File: config.mk
export PLATFORM = sky130hd
export DESIGN_NAME = shtp_ctrl
export DESIGN_NICKNAME = d
export VERILOG_FILES = /design/src/rtl/set_assoc_hash_table_probe_defines.svh /design/src/rtl/shtp_pkg.sv /design/src/rtl/shtp_ctrl.sv
export SDC_FILE = /design/constraint.sdc
export NUM_CORES = 1
export LEC_CHECK = 0
export BUFFER_PORTS_ARGS = -buffer_cell sky130_fd_sc_hd__buf_4
export CAP_MARGIN = 10
export CORE_AREA = 2 2 39 41
export CTS_BUF_LIST = sky130_fd_sc_hd__clkbuf_8
export CTS_CLUSTER_DIAMETER = 50
export DETAILED_ROUTE_END_ITERATION = 16
export DIE_AREA = 0 0 41 43
export HOLD_SLACK_MARGIN = 0.12
export REMOVE_ABC_BUFFERS = 1
export SLEW_MARGIN = 20
export SYNTH_ARGS = -nofsm -noshare
export SYNTH_HDL_FRONTEND = slang
export SYNTH_SLANG_ARGS = --single-unit
File: constraint.sdc
create_clock -name clk -period 1.8 [get_ports clk]
set_input_delay 0.18 -clock clk [delete_from_list [all_inputs] [get_ports clk]]
set_output_delay 0.18 -clock clk [all_outputs]
set_load 0.05 [all_outputs]
File: src/rtl/set_assoc_hash_table_probe_defines.svh
// Assertion macros for the set-associative hash table probe.
// Included by the top level; no dependencies. Define SYNTH to drop the checks.
`ifndef SET_ASSOC_HASH_TABLE_PROBE_DEFINES_SVH
`define SET_ASSOC_HASH_TABLE_PROBE_DEFINES_SVH
`ifndef SYNTH
// Same-cycle implication, sampled on clk, off while rst_n is low.
`define SHTP_ASSERT_SAME(lbl, ante, cons) \
  lbl: assert property (@(posedge clk) disable iff (!rst_n) (ante) |-> (cons)) \
    else $error("shtp check failed");
// Next-cycle implication, sampled on clk, off while rst_n is low.
`define SHTP_ASSERT_NEXT(lbl, ante, cons) \
  lbl: assert property (@(posedge clk) disable iff (!rst_n) (ante) |=> (cons)) \
    else $error("shtp check failed");
`else
`define SHTP_ASSERT_SAME(lbl, ante, cons)
`define SHTP_ASSERT_NEXT(lbl, ante, cons)
`endif
`endif

File: src/rtl/shtp_pkg.sv
// Shared types and constants for the set-associative hash table probe.
// No dependencies; used by shtp_ctrl, shtp_dp and the top level.
package shtp_pkg;

  localparam int WAYS_DEF     = 4;
  localparam int CLUSTERS_DEF = 1024;
  localparam int SAMPLE_TOTAL = 1000;

  localparam int KEY_W       = 64;
  localparam int TAG_W       = 32;
  localparam int DEPTH_W     = 16;
  localparam int GEN_W       = 8;
  localparam int PAYLOAD_W   = 32;
  localparam int CMD_W       = 2;
  localparam int WAY_FIELD_W = 2;
  localparam int COUNT_W     = 10;

  localparam int APB_AW = 2;
  localparam int APB_DW = 32;

  localparam logic [APB_AW-1:0] ADDR_GEN = 2'd0;

  localparam logic [CMD_W-1:0] CMD_PROBE = 2'd0;
  localparam logic [CMD_W-1:0] CMD_WRITE = 2'd1;
  localparam logic [CMD_W-1:0] CMD_COUNT = 2'd2;

  typedef struct packed {
    logic [TAG_W-1:0]        tag;
    logic signed [DEPTH_W-1:0] depth;
    logic [GEN_W-1:0]        gen;
    logic [PAYLOAD_W-1:0]    payload;
  } entry_t;

  // Controller to datapath
  typedef struct packed {
    logic clear_step;
    logic capture;
    logic eval;
    logic scan_run;
    logic scan_emit;
  } ctl_t;

  // Datapath to controller
  typedef struct packed {
    logic clear_last;
    logic scan_done;
  } sts_t;

endpackage

File: src/rtl/shtp_ctrl.sv
// Sequencer for the hash table probe: clearing pass, item capture, evaluate, fullness scan.
// Depends on shtp_pkg.
module shtp_ctrl (
  input  logic                          clk,
  input  logic                          rst_n,
  input  logic                          start,
  input  logic [shtp_pkg::CMD_W-1:0]    in_command,
  input  shtp_pkg::sts_t                sts,
  output shtp_pkg::ctl_t                ctl,
  output logic                          busy
);

  typedef enum logic [1:0] {
    S_CLEAR,
    S_IDLE,
    S_EVAL,
    S_SCAN
  } state_t;

  state_t state_r, state_nxt;
  logic   busy_r;

  always_comb begin
    state_nxt = state_r;
    unique case (state_r)
      S_CLEAR: if (sts.clear_last) state_nxt = S_IDLE;
      S_IDLE: begin
        if (start) begin
          state_nxt = (in_command == shtp_pkg::CMD_COUNT) ? S_SCAN : S_EVAL;
        end
      end
      S_EVAL:  state_nxt = S_IDLE;
      S_SCAN:  if (sts.scan_done) state_nxt = S_IDLE;
      default: state_nxt = S_IDLE;
    endcase
  end

  always_comb begin
    ctl.clear_step = (state_r == S_CLEAR);
    ctl.capture    = (state_r == S_IDLE) && start;
    ctl.eval       = (state_r == S_EVAL);
    ctl.scan_run   = (state_r == S_SCAN);
    ctl.scan_emit  = (state_r == S_SCAN) && sts.scan_done;
  end

  always_ff @(posedge clk) begin
    if (!rst_n) begin
      state_r <= S_CLEAR;
      busy_r  <= 1'b1;
    end else begin
      state_r <= state_nxt;
      busy_r  <= (state_nxt != S_IDLE);
    end
  end

  assign busy = busy_r;

endmodule

==> flow_metrics.py <==
metrics = {
    "run_status": {
        "status": "finished clean",
    },
    "clock_network": {
        "cts_buffers": 3,
        "tritoncts": "done",
        "postCtsSetupBuffers": 0,
        "hold_buffers": 0,
        "cts_buffer_depth": 2,
        "post_cts_resized": 0,
        "clkTransAtPathRegs_ns": 0.03,
        "htree_levels": 1,
        "clock_sinks": 3,
        "cts_root_buffer": "clkbuf_8",
        "clock_latency_ns": 0.21,
    },
    "sta": {
        "relSlewSlack_pct": 85.7,
        "report.final.slew_viol_count": 0,
        "rsz0062_at_grt": "false",
        "tns_ns": 0,
        "fin_crit_sh_pct": 68.2,
        "setup_viol": 0,
        "clock_skew_ns": 0.00178,
        "worstMarginPinSlew_ns": 0.214,
        "final.min_clock_period_ns": 1.23,
        "fmax_mhz": 814,
        "hold_viol_final": 0,
    },
    "floorplanning": {
        "core_sq_mm": 0.00138,
        "dieArea_sq_mm": 0.00176,
        "die_x_microns": 41,
        "start_util_pct": 10.6,
        "io_pins": 13,
        "rows": 14,
        "chipHeight_microns": 43,
    },
    "layout": {
        "diodes": 0,
        "area_delta_synth_final_pct": 106,
        "nets": 42,
        "drive_gt1_share_pct": 52.9,
        "fillers": 165,
        "stdcell_count": 50,
    },
    "setup_path": {
        "r2r_start": "state_r[0]",
        "cp_max_fo": 8,
        "reg2reg_slack_ns": 0.90,
        "endpoint_kind": "primary output",
        "crit_start": "state_r[0]",
        "cp.required_ns": 1.62,
        "start_kind": "flip-flop",
        "arrival_ns": 1.05,
        "reg2regPathDepth": 3,
        "critPathKind": "flip-flop to primary output",
        "r2r_end": "busy",
        "crit_end": "ctl[2]",
    },
    "routing": {
        "topRoutingLayerUsed": "met3",
        "wl_met3_microns": 42,
        "vias": 179,
        "first_iter_violations": 1,
        "drt-met1-wl_microns": 116,
        "drc": 0,
        "wl_met2_microns": 185,
        "wl_per_cell_microns": 6.88,
        "firstDrtPassIters": 2,
        "ant_nets": 0,
        "wl_microns": 344,
        "via_per_inst": 3.58,
    },
    "logic_synthesis": {
        "yosysTopAreaCellShare_pct": 41.0,
        "yosysSeqAreaShare_pct": 41.0,
        "netlist_top_cells_area": "dfxtp_1, o21a_1, nor2_1",
        "synth_edf_count": 0,
        "yosysTopAreaCell": "dfxtp_1",
        "ys_seq_elements": 3,
        "synth.distinct_cells": 12,
        "async_reset_ff_share_pct": 0,
        "synth_cells": 18,
        "synthFlopType": "dfxtp_1",
        "yosysWarnings": 0,
        "syn-mean-instance-area_sq_um": 8.13,
        "synth_commonest_cells": "dfxtp_1, nor2_1, nand2_1, o21a_1",
        "syn_area_sq_um": 146,
    },
    "hold_path": {
        "whs_path_depth": 2,
        "hp-class": "input port to flip-flop",
    },
    "job": {
        "drv_cap": 0,
    },
    "grt": {
        "antenna_found_initial": 0,
        "grt_pass1_vias": 172,
        "grtUsageTotal_pct": 4.81,
        "grt_pass1_wl_microns": 545,
        "grt_max_degree": 9,
        "grt_overflow": 0,
    },
    "placed_design": {
        "hpwl_microns": 300,
        "portBuffers": 12,
        "dpl.cell_count": 46,
        "gp_congestion": 0.459,
    },
    "power": {
        "powerDensity_mw_per_mm2": 1080,
        "ir_drop_mv": 0.167,
        "leakage_nw": 0.154,
    },
}
-- worst max-delay path: stages, from the launching register on --
cell     delay (ns)
dfxtp_1        0.42
and2b_2        0.24
buf_4          0.18
-- worst min-delay path by stage --
stage           from   end  slack, ns
6_report       rst_n  busy       0.18
5_1_grt        rst_n  busy       0.19
4_1_cts        rst_n  busy       0.18
3_5_place_dp   rst_n  busy       0.40
3_3_place_gp   rst_n  busy       0.40
2_1_floorplan  rst_n  busy       0.26
-- report_power, final --
group / switching [W] / internal (W) / total [W]
registers: 0.00000552 / 0.0000723 / 0.0000778
logic: 0.0000385 / 0.0000253 / 0.0000638
clock network: 0.0000381 / 0.000145 / 0.000183
total: 0.0000822 / 0.000242 / 0.000324
-- state kept, by name (all words and copies together), names as in the netlist --
| register | flops |
|---|---|
| state_r | 2 |
| busy | 1 |
-- cell usage in the layout, fill, tap and decap left out, drive strengths merged --
master  netlist  routed
buf           0      12
nor2          4       4
dfxtp         3       3
clkbuf        0       3
nand2         2       2
inv           1       2
o21a          2       2
and2b         1       1
and3          1       1
a21oi         1       1
o221ai        1       1
nand2b        1       1
a31oi         1       1
-- cells by family (layout without fill, tap and decap cells) --
family / Yosys count / after routing / synth area share, %
AND/OR/NAND/NOR: 9 / 9 / 32.5
flip-flops: 3 / 3 / 41.0
AO/OA/AOI/OAI: 5 / 5 / 23.9
buffers and inverters: 1 / 17 / 2.56
-- layout make-up --
cell class	count	area, sq um	area share, %
Tap cell	16	20.0	6.64
Inverter	1	3.75	1.24
Timing Repair Buffer	12	90.1	29.9
Sequential cell	3	60.1	19.9
Clock buffer	3	41.3	13.7
Multi-Input combinational cell	14	82.6	27.4
Clock inverter	1	3.75	1.24
-- layer usage --
layer | track usage, % | up-vias
met5 | 0 | -
li1 | - | 95
met4 | 6.00 | 0
met3 | 1.57 | 0
met2 | 7.50 | 8
met1 | 3.85 | 76
-- per-stage QoR --
stage                     instance area, sq um  hold slack, ns  util (%)  setup WS (ns)  power (W)
final                                      302           0.182      21.8          0.572   0.000324
after global routing                       302           0.192      21.8          0.468   0.000345
after CTS                                  302           0.182      21.8          0.559   0.000332
after detailed placement                   256           0.402      18.5          0.788   0.000143
after global placement                     256           0.403      18.5          0.809   0.000143
after floorplan                            146           0.259         -          0.610   0.000118
No activity file was read; power rests on OpenSTA's default activity.
